File: config.mk
export PLATFORM = sky130hd
export DESIGN_NAME = escaped_timestamp_decoder_flat
export DESIGN_NICKNAME = d
export VERILOG_FILES = /design/src/rtl/etd_pkg.sv /design/src/rtl/etd_stream_if.sv /design/src/rtl/escaped_timestamp_decoder.sv /design/src/rtl/etd_step.sv /design/src/flat_wrapper.sv
export SDC_FILE = /design/constraint.sdc
export NUM_CORES = 1
export LEC_CHECK = 0
export ABC_AREA = 1
export BUFFER_PORTS_ARGS = -buffer_cell sky130_fd_sc_hd__buf_2
export CORE_MARGIN = 1.5
export CORE_UTILIZATION = 35
export CTS_CLUSTER_SIZE = 8
export DETAILED_ROUTE_END_ITERATION = 10
export PLACE_DENSITY_LB_ADDON = 0.3
export SYNTH_ARGS = -nofsm -noshare
export SYNTH_HDL_FRONTEND = slang
export SYNTH_SLANG_ARGS = --single-unit
File: constraint.sdc
create_clock -name clk_i -period 3.2 [get_ports clk_i]
set_input_delay 0.32 -clock clk_i [delete_from_list [all_inputs] [get_ports clk_i]]
set_output_delay 0.32 -clock clk_i [all_outputs]
set_load 0.01 [all_outputs]
File: src/rtl/etd_pkg.sv
// Shared types, codes and helper functions of the escaped timestamp decoder.
// Used by every module and interface of the block; depends on nothing.
package etd_pkg;

  // Field widths fixed by the stream format.
  localparam int unsigned CH_W   = 8;
  localparam int unsigned TS_W   = 33;
  localparam int unsigned ST_W   = 3;
  localparam int unsigned CNT_W  = 4;
  localparam int unsigned NIB_W  = 4;
  localparam int unsigned HEX_W  = 5;
  localparam int unsigned EXT_W  = 64;

  // Characters of an escape sequence.
  localparam logic [CH_W-1:0] CH_BACKSLASH = 8'h5C;
  localparam logic [CH_W-1:0] CH_X         = 8'h78;
  localparam logic [CH_W-1:0] CH_0         = 8'h30;
  localparam logic [CH_W-1:0] CH_9         = 8'h39;
  localparam logic [CH_W-1:0] CH_LA        = 8'h61;
  localparam logic [CH_W-1:0] CH_LF        = 8'h66;
  localparam logic [CH_W-1:0] CH_UA        = 8'h41;
  localparam logic [CH_W-1:0] CH_UF        = 8'h46;

  // Marks a character that is not a hex digit.
  localparam logic [HEX_W-1:0] HEX_NONE = 5'd16;

  // Result status codes.
  typedef enum logic [ST_W-1:0] {
    ST_OK         = 3'd0,
    ST_BAD_ESCAPE = 3'd1,
    ST_SHORT      = 3'd2,
    ST_TRAILING   = 3'd3,
    ST_RANGE      = 3'd4
  } status_e;

  // Parser phase within the escaped string.
  typedef enum logic [1:0] {
    PH_PLAIN = 2'd0,
    PH_X     = 2'd1,
    PH_HI    = 2'd2,
    PH_LO    = 2'd3
  } phase_e;

  // One input word as held in the input register.
  typedef struct packed {
    logic [CH_W-1:0] ch;
    logic            has_char;
    logic            is_end;
  } in_word_t;

  // One result word.
  typedef struct packed {
    logic [TS_W-1:0] timestamp;
    status_e         status;
  } res_word_t;

  // Value of a hex digit, upper or lower case, or HEX_NONE.
  function automatic logic [HEX_W-1:0] hex_value(input logic [CH_W-1:0] c);
    logic [HEX_W-1:0] v;
    v = HEX_NONE;
    if (c >= CH_0 && c <= CH_9) begin
      v = HEX_W'(c - CH_0);
    end else if (c >= CH_LA && c <= CH_LF) begin
      v = HEX_W'(c - CH_LA + 8'd10);
    end else if (c >= CH_UA && c <= CH_UF) begin
      v = HEX_W'(c - CH_UA + 8'd10);
    end
    return v;
  endfunction

endpackage

File: src/rtl/etd_stream_if.sv
// Valid/ready stream interfaces for the input characters and the results.
// Depends on etd_pkg for the field widths.
interface etd_in_if;
  logic                       valid;
  logic                       ready;
  logic [etd_pkg::CH_W-1:0]   ch;
  logic                       has_char;
  logic                       is_end;

  modport source (output valid, ch, has_char, is_end, input ready);
  modport sink   (input valid, ch, has_char, is_end, output ready);
endinterface

interface etd_out_if;
  logic                       valid;
  logic                       ready;
  logic [etd_pkg::TS_W-1:0]   timestamp;
  logic [etd_pkg::ST_W-1:0]   status;

  modport source (output valid, timestamp, status, input ready);
  modport sink   (input valid, timestamp, status, output ready);
endinterface

File: src/rtl/escaped_timestamp_decoder.sv
// Escaped timestamp decoder: input register, parser step, result register.
// An accepted end word is held in the input register, and its result then in the result register.
// Throughput: one character word per cycle; the held word advances unless
// it is an end word while a result waits in the output register and the sink stalls.
// Reset (rst_ni low, asynchronous) empties both registers and returns the
// parser to the start of a string.
module escaped_timestamp_decoder #(
  parameter int unsigned NUM_BYTES = 8
) (
  input  logic      clk_i,
  input  logic      rst_ni,
  etd_in_if.sink    in_i,
  etd_out_if.source out_o
);

  logic               in_valid_q;
  etd_pkg::in_word_t  in_q;
  logic               out_valid_q;
  etd_pkg::res_word_t out_q;

  logic               out_free;
  logic               advance;
  logic               emit;
  etd_pkg::res_word_t res;

  // The held word moves on unless it carries a result with nowhere to go.
  assign out_free  = !out_valid_q || out_o.ready;
  assign advance   = in_valid_q && (!in_q.is_end || out_free);
  assign in_i.ready = !in_valid_q || advance;

  // Input register.
  always_ff @(posedge clk_i or negedge rst_ni) begin
    if (!rst_ni) begin
      in_valid_q <= 1'b0;
    end else if (in_i.ready) begin
      in_valid_q <= in_i.valid;
    end
  end

  always_ff @(posedge clk_i) begin
    if (in_i.valid && in_i.ready) begin
      in_q.ch       <= in_i.ch;
      in_q.has_char <= in_i.has_char;
      in_q.is_end   <= in_i.is_end;
    end
  end

  etd_step #(
    .NUM_BYTES(NUM_BYTES)
  ) u_step (
    .clk_i  (clk_i),
    .rst_ni (rst_ni),
    .fire_i (advance),
    .word_i (in_q),
    .emit_o (emit),
    .res_o  (res)
  );

  // Result register.
  always_ff @(posedge clk_i or negedge rst_ni) begin
    if (!rst_ni) begin
      out_valid_q <= 1'b0;
    end else if (emit) begin
      out_valid_q <= 1'b1;
    end else if (out_o.ready) begin
      out_valid_q <= 1'b0;
    end
  end

  always_ff @(posedge clk_i) begin
    if (emit) begin
      out_q <= res;
    end
  end

  assign out_o.valid     = out_valid_q;
  assign out_o.timestamp = out_q.timestamp;
  assign out_o.status    = out_q.status;

endmodule

File: src/rtl/etd_step.sv
// Parser state and its update for one registered input word.
// Depends on etd_pkg for types, codes and the hex digit decode.
module etd_step #(
  parameter int unsigned NUM_BYTES = 8
) (
  input  logic               clk_i,
  input  logic               rst_ni,
  input  logic               fire_i,
  input  etd_pkg::in_word_t  word_i,
  output logic               emit_o,
  output etd_pkg::res_word_t res_o
);

  localparam int unsigned VW = NUM_BYTES * 8;

  etd_pkg::phase_e                 ph_q, ph_d;
  logic [etd_pkg::CNT_W-1:0]       cnt_q, cnt_d;
  logic [VW-1:0]                   val_q, val_d;
  logic [etd_pkg::NIB_W-1:0]       hi_q, hi_d;
  etd_pkg::status_e                err_q, err_d;

  logic [etd_pkg::HEX_W-1:0]       dig;
  logic                            push;
  logic [7:0]                      push_byte;
  logic [etd_pkg::EXT_W-1:0]       val_ext;
  etd_pkg::status_e                st;

  assign dig = etd_pkg::hex_value(word_i.ch);

  // Character step, then the end-of-string check on the updated state.
  always_comb begin
    ph_d      = ph_q;
    cnt_d     = cnt_q;
    val_d     = val_q;
    hi_d      = hi_q;
    err_d     = err_q;
    push      = 1'b0;
    push_byte = word_i.ch;

    if (fire_i && word_i.has_char && err_q == etd_pkg::ST_OK) begin
      unique case (ph_q)
        etd_pkg::PH_PLAIN: begin
          if (cnt_q >= etd_pkg::CNT_W'(NUM_BYTES)) begin
            err_d = etd_pkg::ST_TRAILING;
          end else if (word_i.ch == etd_pkg::CH_BACKSLASH) begin
            ph_d = etd_pkg::PH_X;
          end else begin
            push = 1'b1;
          end
        end
        etd_pkg::PH_X: begin
          if (word_i.ch == etd_pkg::CH_X) begin
            ph_d = etd_pkg::PH_HI;
          end else begin
            err_d = etd_pkg::ST_BAD_ESCAPE;
          end
        end
        etd_pkg::PH_HI: begin
          if (dig == etd_pkg::HEX_NONE) begin
            err_d = etd_pkg::ST_BAD_ESCAPE;
          end else begin
            hi_d = dig[etd_pkg::NIB_W-1:0];
            ph_d = etd_pkg::PH_LO;
          end
        end
        etd_pkg::PH_LO: begin
          if (dig == etd_pkg::HEX_NONE) begin
            err_d = etd_pkg::ST_BAD_ESCAPE;
          end else begin
            push      = 1'b1;
            push_byte = {hi_q, dig[etd_pkg::NIB_W-1:0]};
            ph_d      = etd_pkg::PH_PLAIN;
          end
        end
        default: ;
      endcase
    end

    // Shift the new byte in at the low end; older bytes move up.
    if (push) begin
      val_d = VW'({val_q, push_byte});
      cnt_d = cnt_q + 1'b1;
    end

    val_ext = etd_pkg::EXT_W'(val_d);

    // Status at the end of the string; the first error wins.
    priority if (err_d != etd_pkg::ST_OK) begin
      st = err_d;
    end else if (ph_d != etd_pkg::PH_PLAIN) begin
      st = etd_pkg::ST_BAD_ESCAPE;
    end else if (cnt_d < etd_pkg::CNT_W'(NUM_BYTES)) begin
      st = etd_pkg::ST_SHORT;
    end else if (|val_ext[etd_pkg::EXT_W-1:etd_pkg::TS_W]) begin
      st = etd_pkg::ST_RANGE;
    end else begin
      st = etd_pkg::ST_OK;
    end

    emit_o          = fire_i && word_i.is_end;
    res_o.status    = st;
    res_o.timestamp = (st == etd_pkg::ST_OK) ? val_ext[etd_pkg::TS_W-1:0] : '0;

    // The end of a string returns the parser to its initial state.
    if (emit_o) begin
      ph_d  = etd_pkg::PH_PLAIN;
      cnt_d = '0;
      val_d = '0;
      hi_d  = '0;
      err_d = etd_pkg::ST_OK;
    end
  end

  // Parser state registers.
  always_ff @(posedge clk_i or negedge rst_ni) begin
    if (!rst_ni) begin
      ph_q  <= etd_pkg::PH_PLAIN;
      cnt_q <= '0;
      val_q <= '0;
      hi_q  <= '0;
      err_q <= etd_pkg::ST_OK;
    end else begin
      ph_q  <= ph_d;
      cnt_q <= cnt_d;
      val_q <= val_d;
      hi_q  <= hi_d;
      err_q <= err_d;
    end
  end

endmodule

File: src/flat_wrapper.sv
// flat-port wrapper written by rule: the top's interface ports become plain ports
module escaped_timestamp_decoder_flat 
#(
  parameter int unsigned NUM_BYTES = 8
)
  (clk_i, rst_ni, in_i_valid, in_i_ch, in_i_has_char, in_i_is_end, in_i_ready, out_o_valid, out_o_timestamp, out_o_status, out_o_ready);
  etd_in_if in_i_i ();
  etd_out_if out_o_i ();
  input  logic clk_i;
  input  logic rst_ni;
  input wire logic [$bits(in_i_i.valid)-1:0] in_i_valid;
  input wire logic [$bits(in_i_i.ch)-1:0] in_i_ch;
  input wire logic [$bits(in_i_i.has_char)-1:0] in_i_has_char;
  input wire logic [$bits(in_i_i.is_end)-1:0] in_i_is_end;
  output wire logic [$bits(in_i_i.ready)-1:0] in_i_ready;
  output wire logic [$bits(out_o_i.valid)-1:0] out_o_valid;
  output wire logic [$bits(out_o_i.timestamp)-1:0] out_o_timestamp;
  output wire logic [$bits(out_o_i.status)-1:0] out_o_status;
  input wire logic [$bits(out_o_i.ready)-1:0] out_o_ready;
  assign in_i_i.valid = in_i_valid;
  assign in_i_i.ch = in_i_ch;
  assign in_i_i.has_char = in_i_has_char;
  assign in_i_i.is_end = in_i_is_end;
  assign in_i_ready = in_i_i.ready;
  assign out_o_valid = out_o_i.valid;
  assign out_o_timestamp = out_o_i.timestamp;
  assign out_o_status = out_o_i.status;
  assign out_o_i.ready = out_o_ready;
  escaped_timestamp_decoder #(.NUM_BYTES(NUM_BYTES)) u_core (.clk_i(clk_i), .rst_ni(rst_ni), .in_i(in_i_i), .out_o(out_o_i));
endmodule
==> flow_summary.toml, run 1 <==
[synthesis]
synth_seq_area_share_pct = 57.1
synth_ff_type = "dfrtp_1"
syn_area_um2 = 5890
ys_types = 32
synth_warnings = 0
synth_area_leaders = "dfrtp_1, edfxtp_1, nand2_1"
postSynthCellCount = 673
avgSynthCellArea_um2 = 8.75
ys_seq_elements = 125
async_reset_ff_share_pct = 63.2
synth-edff-count = 46
synth_fp_nets = 698
netlist.area_leader.share_pct = 33.6
yosysTopAreaCell = "dfrtp_1"

[pwr]
power_density_nw_per_um2 = 1120
vdd_ir_drop_max_v = 0.000466
p_leak_uw = 0.00360
p_total_uw = 8430

[global_route]
antenna_found_initial = 0
grt.total_usage_pct = 14.8
grt_pass1_wl_um = 20500
grt_overflow = 0
grt_pass1_vias = 4192
grt_max_degree = 80

[route]
drt_iter0_drc = 298
dr.pass1.iters = 5
drc = 0
ant_nets = 0
wl_um = 13000
post_drt_wl_per_cell_um = 13.1
num_vias = 4548
via_per_inst = 4.60

[sta]
worst_pin_slew_ps = 1030
relSlewSlack_pct = 31.1
post-route-period-util_pct = 101
clock-skew-final_ps = 6.56
max_freq_mhz = 310
finalWorstPathRequiredPeriod_ps = 3230
rsz0062_at_grt = "true"
slew_viol_final = 0
finalHoldViolations = 0
setup_viol = 16
finalWorstSetupSlack_ps = -26.3

[placement]
place_ws_ps = -40.5
io_buffers = 51
dpl_cell_area_um2 = 6450
dp_hpwl_um = 8250
place_congestion = 0.948

[worst_setup_path]
worstSetupStartpoint = "u_core.in_q[2]$_DFFE_PP_"
worstRegToRegCells = 26
cp_data_arrival_time_ps = 3500
rrSetupSlack_ps = -30
r2r-start = "u_core.in_q[2]$_DFFE_PP_"
crit_fanout = 8
start_kind = "flop"
cp_data_required_time_ps = 3470
crit_type = "flop to flop"
endpoint_kind = "flop"

[floorplan]
core_area_um2 = 16500
row_count = 47
fp.dieH_um = 133
num_io_pins = 52
dieArea_um2 = 17600
fp.dieW_um = 133
initial_core_util_pct = 35.6

[cts]
cts_tree = "yes"
clock_sinks = 125
clk_latency_ps = 420
path_clk_slew_ps = 60
cts_max_level = 4
cts_buffers = 17
cts.path.max_buffers = 2
root_buffer = "clkbuf_16"

[flow_run]
cap_viol_max_count = 0

[run_status]
outcome = "finished, violations left"
violations = "negative setup slack"

[layout]
multi_input_area_um2 = 2300
fillers = 1577
antenna_cells = 0
layout_commonest_cell = "nand2_1"
final_area_um2 = 7540
regArea_um2 = 3360
final_layout_size_suffix_gt1_share_pct = 27.6
syn_to_final_growth_pct = 28.1
final_cell_mix = "nand2_1, nor2_1, inv_1, dfrtp_1, buf_2"
nets = 781

[min_path]
hold_path_class = "input pin to async pin"
[area by class of cell]
type	instances	area share [%]
Tap cell	220	3.65
Timing Repair Buffer	89	8.94
Inverter	89	4.50
Clock buffer	22	6.59
Clock inverter	10	1.33
Sequential cell	125	44.5
Multi-Input combinational cell	434	30.5
[through the flow]
step | utilization, % | cells | setup TNS (ps) | hold WS, ps
after global placement | 39.1 | 936 | 0 | 461
final | 45.6 | 989 | -192 | 60.7
after global routing | 45.6 | 989 | -6700 | 53.3
after floorplan | - | 673 | 0 | 24.4
after detailed placement | 39.1 | 936 | -139 | 466
after CTS | 42.8 | 969 | 0 | 56.7
[cells in the mapped netlist, types with 3 or more instances]
library cell and number:
nand2_1 161, nor2_1 106, inv_1 85, dfrtp_1 79, edfxtp_1 46, nand3_1 46, o21ai_0 38, nor2_2 26
clkbuf_1 13, ha_1 11, buf_6 8, o22ai_1 8, a21oi_1 7, nand2_2 7, a31oi_1 4, inv_2 4
buf_2 3, nand4_1 3
[flip-flops by register name, indices dropped and copies added, names as in the netlist]
signal	cells
u_core.out_o.status	3
u_core.u_step.val_q	64
u_core.out_o.valid	1
u_core.in_q	10
u_core.u_step.ph_q	2
u_core.out_o.timestamp	33
u_core.u_step.hi_q	4
u_core.in_valid_q	1
u_core.u_step.err_q	3
u_core.u_step.cnt_q	4
[path summary, 6_finish.rpt]
path	end
worst min-delay path	u_core.u_step.val_q[56]$_DFF_PN0_
worst max-delay path	u_core.out_o.timestamp[9]$_SDFFCE_PP0P_
worst max register to register	u_core.out_o.timestamp[9]$_SDFFCE_PP0P_
min in group clk_i	u_core.in_q[8]$_DFFE_PP_
worst min register to register	u_core.u_step.cnt_q[2]$_DFFE_PN0P_
max in group asynchronous	u_core.u_step.err_q[2]$_DFF_PN0_
[worst max-delay path, stage by stage (launching register included)]
cell	delay (ps)
edfxtp_1	490
inv_2	140
ha_4	160
nand2_4	70
nor2_4	90
nor2_2	50
nand3_1	90
nand2_2	80
inv_2	70
nand2_2	40
nor2_2	110
nand2_2	60
nand2_2	80
nand2_4	110
nand2_8	140
buf_12	140
nand2_2	50
nand2_2	70
nand2_1	70
nor2_2	130
nand2_1	60
nor2_1	100
nand2_1	90
nand2_2	90
nand3_4	170
buf_4	200
nor2_2	110
[repair_timing]
item                       CTS  global route
buffers inserted             1            16
hold endpoints to repair     0             0
setup endpoints to repair   26            33
pin swaps                    0            22
gates resized for setup      2            77
hold buffers                 0             0
cloned                       0             4
[report_power, final]
part	total, uW	switching, uW	leakage, uW	internal [uW]
registers	2420	185	0.00148	2240
logic	4090	2520	0.00184	1570
clock network	1920	730	0.000285	1190
[routing by layer]
metal	vias up	routed length (um)	track usage [%]	part of all wire, %
li1	2287	-	-	-
met1	2150	6040	20.0	46
met2	96	6310	22.7	49
met3	15	467	4.14	3.6
met4	0	189	5.92	1.5
met5	-	0	0	0
[logic make-up (layout without fill, tap and decap cells)]
family          Yosys count  after routing  synth area share (%)
compound gates           63             63                  5.78
flops                   125            125                  57.1
buf+inv                 115            210                  8.48
simple gates            357            358                  26.0
xor+xnor                  2              2                 0.298
fa+ha+maj                11             11                  2.34
(Power assumes the default switching activity.)
==> run 2, diff against run 1 <==
--- a/config.mk
+++ b/config.mk
@@ -5,13 +5,14 @@
 export SDC_FILE = /design/constraint.sdc
 export NUM_CORES = 1
 export LEC_CHECK = 0
-export ABC_AREA = 1
 export BUFFER_PORTS_ARGS = -buffer_cell sky130_fd_sc_hd__buf_2
 export CORE_MARGIN = 1.5
 export CORE_UTILIZATION = 35
 export CTS_CLUSTER_SIZE = 8
 export DETAILED_ROUTE_END_ITERATION = 10
+export HOLD_SLACK_MARGIN = 0.1
 export PLACE_DENSITY_LB_ADDON = 0.3
 export SYNTH_ARGS = -nofsm -noshare
 export SYNTH_HDL_FRONTEND = slang
+export SYNTH_HIERARCHICAL = 1
 export SYNTH_SLANG_ARGS = --single-unit
==> run 2 against run 1 <==
The flow now finishes without violations. Clock-buffer cell count decreased by 2. Utilization decreased by 2.7 points. Worst hold slack improved by 12 ps. Register-to-register slack improved by 140 ps. Largest power group is now the clock network.
==> flow_summary.toml, run 2 <==
[sta]
worst_pin_slew_ps = 1010
finalWorstPathRequiredPeriod_ps = 3090
setup_viol = 0
whs_ps = 72.7
post-route-period-util_pct = 96.6
finalHoldViolations = 0
max_freq_mhz = 324
setup_tns_ps = 0
clock-skew-final_ps = 11.3
relSlewSlack_pct = 32.4
finalWorstSetupSlack_ps = 110
slew_viol_final = 0
rsz0062_at_grt = "false"

[cts]
cts_max_level = 4
post_cts_buffers = 0
clock_sinks = 125
cts.repair.resized = 0
clk_latency_ps = 420
cts_tree = "yes"
cts_buffers = 17
root_buffer = "clkbuf_16"
cts.path.max_buffers = 2
cts_hold_buffers = 11
path_clk_slew_ps = 50

[global_route]
grt_overflow = 0
grt_max_degree = 80
grt_pass1_wl_um = 21300
grt_pass1_vias = 4176
antenna_found_initial = 0
grt.total_usage_pct = 15.5

[route]
drc = 0
via_per_inst = 5.19
dr.pass1.iters = 4
drt_iter0_drc = 303
wl_um = 12800
post_drt_wl_per_cell_um = 15.9
num_vias = 4180
ant_nets = 0

[floorplan]
dieArea_um2 = 17500
core_area_um2 = 16500
fp.dieH_um = 132
num_io_pins = 52
row_count = 47
initial_core_util_pct = 35.6
fp.dieW_um = 132

[worst_setup_path]
cp_data_required_time_ps = 3420
start_kind = "flop"
endpoint_kind = "flop"
crit_fanout = 25
crit_type = "flop to flop"
cp_data_arrival_time_ps = 3310

[synthesis]
synth-edff-count = 46
synthMostInstantiatedCell = "dfrtp_1"
yosysTopAreaCell = "dfrtp_1"
synth_seq_area_share_pct = 57.3
synth_area_leaders = "dfrtp_1, edfxtp_1, nor4_2"
synth_ff_type = "dfrtp_1"
ys_types = 61
netlist.area_leader.share_pct = 33.7
synth_warnings = 6
synthTopCellsByCount = "dfrtp_1, nand2_1, nor2_1"
avgSynthCellArea_um2 = 11.6
syn_area_um2 = 5860
synth_fp_nets = 528
async_reset_ff_share_pct = 63.2
postSynthCellCount = 504
ys_seq_elements = 125

[min_path]
hold_path_class = "input pin to async pin"

[layout]
nets = 596
final_cell_mix = "dfrtp_1, nand2_1, buf_2, nor2_1, edfxtp_1"
syn_to_final_growth_pct = 20.7
final_layout_size_suffix_gt1_share_pct = 23.9
antenna_cells = 0
layout_commonest_cell = "dfrtp_1"
largest_register_ffs = 64
largest-register = "u_core/u_step/val_q"

[pwr]
power_density_nw_per_um2 = 590
p_leak_uw = 0.00289
vdd_ir_drop_max_v = 0.000369

[flow_run]
cap_viol_max_count = 0

[placement]
place_ws_ps = 142
place_congestion = 0.796
dp_hpwl_um = 8500
io_buffers = 51

[run_status]
outcome = "finished clean"
[run 2: changes by cell type after synthesis, moves of 12 or more]
cell / before / now
mux2i_1: 0 / 31
nor2_2: 26 / 0
inv_1: 85 / 12
nor4_2: 0 / 30
nor4_1: 1 / 13
nand2_1: 161 / 74
nor2_1: 106 / 50
o21ai_0: 38 / 7
a21oi_1: 7 / 38
nand3_1: 46 / 6
[run 2: layer usage]
layer  GRT usage, %  part of all wire [%]
met5              0                     0
met4           7.57                   1.9
met3           3.54                   3.1
met2           24.6                    49
met1           20.0                    46
[run 2: logic make-up (layout without fill, tap and decap cells)]
logic type	after synthesis	in the layout	share of synthesized area, %
flops	125	125	57.3
buf+inv	42	123	4.29
mux	33	33	5.68
xor+xnor	1	1	0.150
simple gates	207	207	21.0
compound gates	86	86	9.40
fa+ha+maj	10	10	2.14
[run 2: worst paths after layout]
check	from	end	slack, ps	cells past startpoint
setup / recovery	u_core/in_q[9]$_DFFE_PP_	u_core/out_o.timestamp[1]$_DFFE_PP_	110	7
hold / removal	rst_ni	u_core/u_step/val_q[57]$_DFF_PN0_	70	1
setup reg to reg	u_core/in_q[9]$_DFFE_PP_	u_core/out_o.timestamp[1]$_DFFE_PP_	110	7
hold reg to reg	u_core/u_step/val_q[63]$_DFF_PN0_	u_core/u_step/val_q[63]$_DFF_PN0_	520	2
max in group asynchronous	rst_ni	u_core/u_step/val_q[1]$_DFF_PN0_	2470	1
min in group clk_i	out_o_ready	u_core/in_valid_q$_DFFE_PN0P_	210	3
[run 2: power by group]
part / switching, uW / internal, uW
Combinational: 311 / 155
Sequential: 66.1 / 1750
Clock: 674 / 1220
Total: 1050 / 3120
[run 2: area by class of cell]
class	instances	area, um2
well taps	220	275
inverters	12	45.0
repair buffers	79	558
fillers	1587	9400
flip-flops and latches	125	3360
clock buffers	20	437
clock inverters	12	145
multi-input cells	337	2250
[run 2: critical path: stages (launching register included)]
cell	delay, ps
edfxtp_1	380
or4b_4	570
or3_4	480
a21o_4	280
a21oi_4	180
mux2_2	510
buf_12	230
nor4_1	250
[run 2: per-stage QoR]
stage	cells	area [um2]	total power, uW	utilization [%]
finish	805	7070	4170	42.9
global route	805	7070	4360	42.9
CTS	805	7070	4220	42.9
detailed placement	762	6380	2310	38.7
global placement	762	6380	2290	38.7
floorplan	504	5860	2130	-
==> run 3, diff against run 2 <==
--- a/config.mk
+++ b/config.mk
@@ -7,7 +7,7 @@
 export LEC_CHECK = 0
 export BUFFER_PORTS_ARGS = -buffer_cell sky130_fd_sc_hd__buf_2
 export CORE_MARGIN = 1.5
-export CORE_UTILIZATION = 35
+export CORE_UTILIZATION = 55
 export CTS_CLUSTER_SIZE = 8
 export DETAILED_ROUTE_END_ITERATION = 10
 export HOLD_SLACK_MARGIN = 0.1
==> run 3 against run 2 <==
Utilization increased by 25 points. Routed wire length decreased by 3.7%. Combinational power increased by 1%. Clock skew decreased by 2.5 ps. Power increased by 0.37%. Clock power about the same. Worst hold slack improved by 100 ps. Via count increased by 0.24%. Flip-flop and latch count unchanged. Final cell count decreased by 10%. Sequential power about the same. Fmax increased by 1.4%. Largest power group unchanged. Highest routed layer unchanged.
==> flow_summary.toml, run 3 (same netlist as run 2, synthesis figures left out) <==
[cts]
cts_max_level = 4
cts.path.max_buffers = 2
post_cts_buffers = 0
cts_buffers = 17
clk_latency_ps = 520
root_buffer = "clkbuf_8"
clock_sinks = 125
path_clk_slew_ps = 60
cts_tree = "yes"

[floorplan]
core_area_um2 = 10300
fp.dieW_um = 106
dieArea_um2 = 11300
num_io_pins = 52
initial_core_util_pct = 56.8
row_count = 37
fp.dieH_um = 106

[route]
drc = 0
dr.pass1.iters = 5
num_vias = 4190
ant_nets = 0
wl_um = 12300
via_per_inst = 5.80
post_drt_wl_per_cell_um = 17.1
drt_iter0_drc = 241

[sta]
finalWorstPathRequiredPeriod_ps = 3050
clock-skew-final_ps = 8.75
relSlewSlack_pct = 34.7
worst_pin_slew_ps = 980
setup_tns_ps = 0
rsz0062_at_grt = "false"
whs_ps = 173
post-route-period-util_pct = 95.2
finalHoldViolations = 0
slew_viol_final = 0
max_freq_mhz = 328
setup_viol = 0

[placement]
io_buffers = 51
place_congestion = 0.953
dp_hpwl_um = 7950
dp_cells = 677

[global_route]
grt_max_degree = 80
grt_pass1_vias = 4066
grt_overflow = 0
antenna_found_initial = 0
grt_pass1_wl_um = 20000
grt.total_usage_pct = 23.3

[flow_run]
cap_viol_max_count = 0

[layout]
final_cells = 722
nets = 597
fillers = 750
multi_input_area_um2 = 2260
largest-register = "u_core/u_step/val_q"
final_cell_mix = "dfrtp_1, nand2_1, buf_2, nor2_1, edfxtp_1"
syn_to_final_growth_pct = 19.5
largest_register_ffs = 64
antenna_cells = 0
regArea_um2 = 3360
layout_commonest_cell = "dfrtp_1"
final_layout_size_suffix_gt1_share_pct = 24.4

[worst_setup_path]
endpoint_kind = "flop"
cp_data_arrival_time_ps = 3370
start_kind = "flop"
crit_type = "flop to flop"
crit_fanout = 34
cp_data_required_time_ps = 3520

[run_status]
outcome = "finished clean"

[pwr]
power_density_nw_per_um2 = 598
vdd_ir_drop_max_v = 0.000366
p_leak_uw = 0.00291
p_total_uw = 4190

[min_path]
hold_path_class = "input pin to flop"
run 3: cell types whose count changed in the layout (fill, tap and decap cells not counted), moves of 2 or more:
cell / change
clkbuf_1: -3
inv_4: +3
bufinv_16: -2
clkbuf_16: +2
clkbuf_8: +2
clkinv_2: -2
dlygate4sd3_1: +2
run 3: worst max-delay path, stage by stage, from the launching register on:
cell      delay, ps
edfxtp_1        470
or4b_4          580
nor3_2          420
o311ai_0        200
a22oi_1         460
nand3_4         120
buf_12          210
nor4_2          370
run 3: final timing paths:
path | start | to | slack, ps | cells after the start
worst min-delay path | out_o_ready | u_core/out_o.valid$_DFFE_PN0P_ | 170 | 3
worst min register to register | u_core/u_step/val_q[63]$_DFF_PN0_ | u_core/u_step/val_q[63]$_DFF_PN0_ | 530 | 2
min in group asynchronous | rst_ni | u_core/u_step/val_q[55]$_DFF_PN0_ | 500 | 2
worst max-delay path | u_core/in_q[6]$_DFFE_PP_ | u_core/out_o.timestamp[24]$_DFFE_PP_ | 150 | 7
max in group asynchronous | rst_ni | u_core/u_step/val_q[3]$_DFF_PN0_ | 2060 | 2
worst max register to register | u_core/in_q[6]$_DFFE_PP_ | u_core/out_o.timestamp[24]$_DFFE_PP_ | 150 | 7
run 3: routing by layer:
metal	global-route usage (%)	routed length [um]	up-vias
li1	-	-	1977
met1	29.8	5370	2069
met2	37.4	6200	130
met3	5.27	539	14
met4	11.3	242	0
met5	0	0	-
run 3: power by group:
| part | internal, uW | leakage, uW | switching [uW] | total (uW) |
|---|---|---|---|---|
| logic | 159 | 0.00109 | 313 | 472 |
| clock network | 1190 | 0.000293 | 709 | 1900 |
| registers | 1750 | 0.00152 | 66.3 | 1820 |
run 3: final cells by class:
| cell class | instances | share of cell area, % |
|---|---|---|
| flip-flops and latches | 125 | 48.0 |
| multi-input cells | 337 | 32.2 |
| repair buffers | 80 | 8.15 |
| clock buffers | 21 | 7.18 |
| well taps | 136 | 2.43 |
| clock inverters | 11 | 1.41 |
| inverters | 12 | 0.643 |
run 3: through the flow:
stage	setup WS (ps)	utilization, %	instance area [um2]
2_1_floorplan	424	-	5860
3_3_place_gp	223	60.7	6270
3_5_place_dp	100	60.7	6270
4_1_cts	74.3	67.8	7000
5_1_grt	13.7	67.8	7000
6_report	153	67.8	7000
run 3: repair_timing:
action,4_1_cts,5_1_grt
hold endpoints to repair,90,0
hold buffers,13,0
endpoints found under the setup margin,0,1
gates resized for setup,0,1
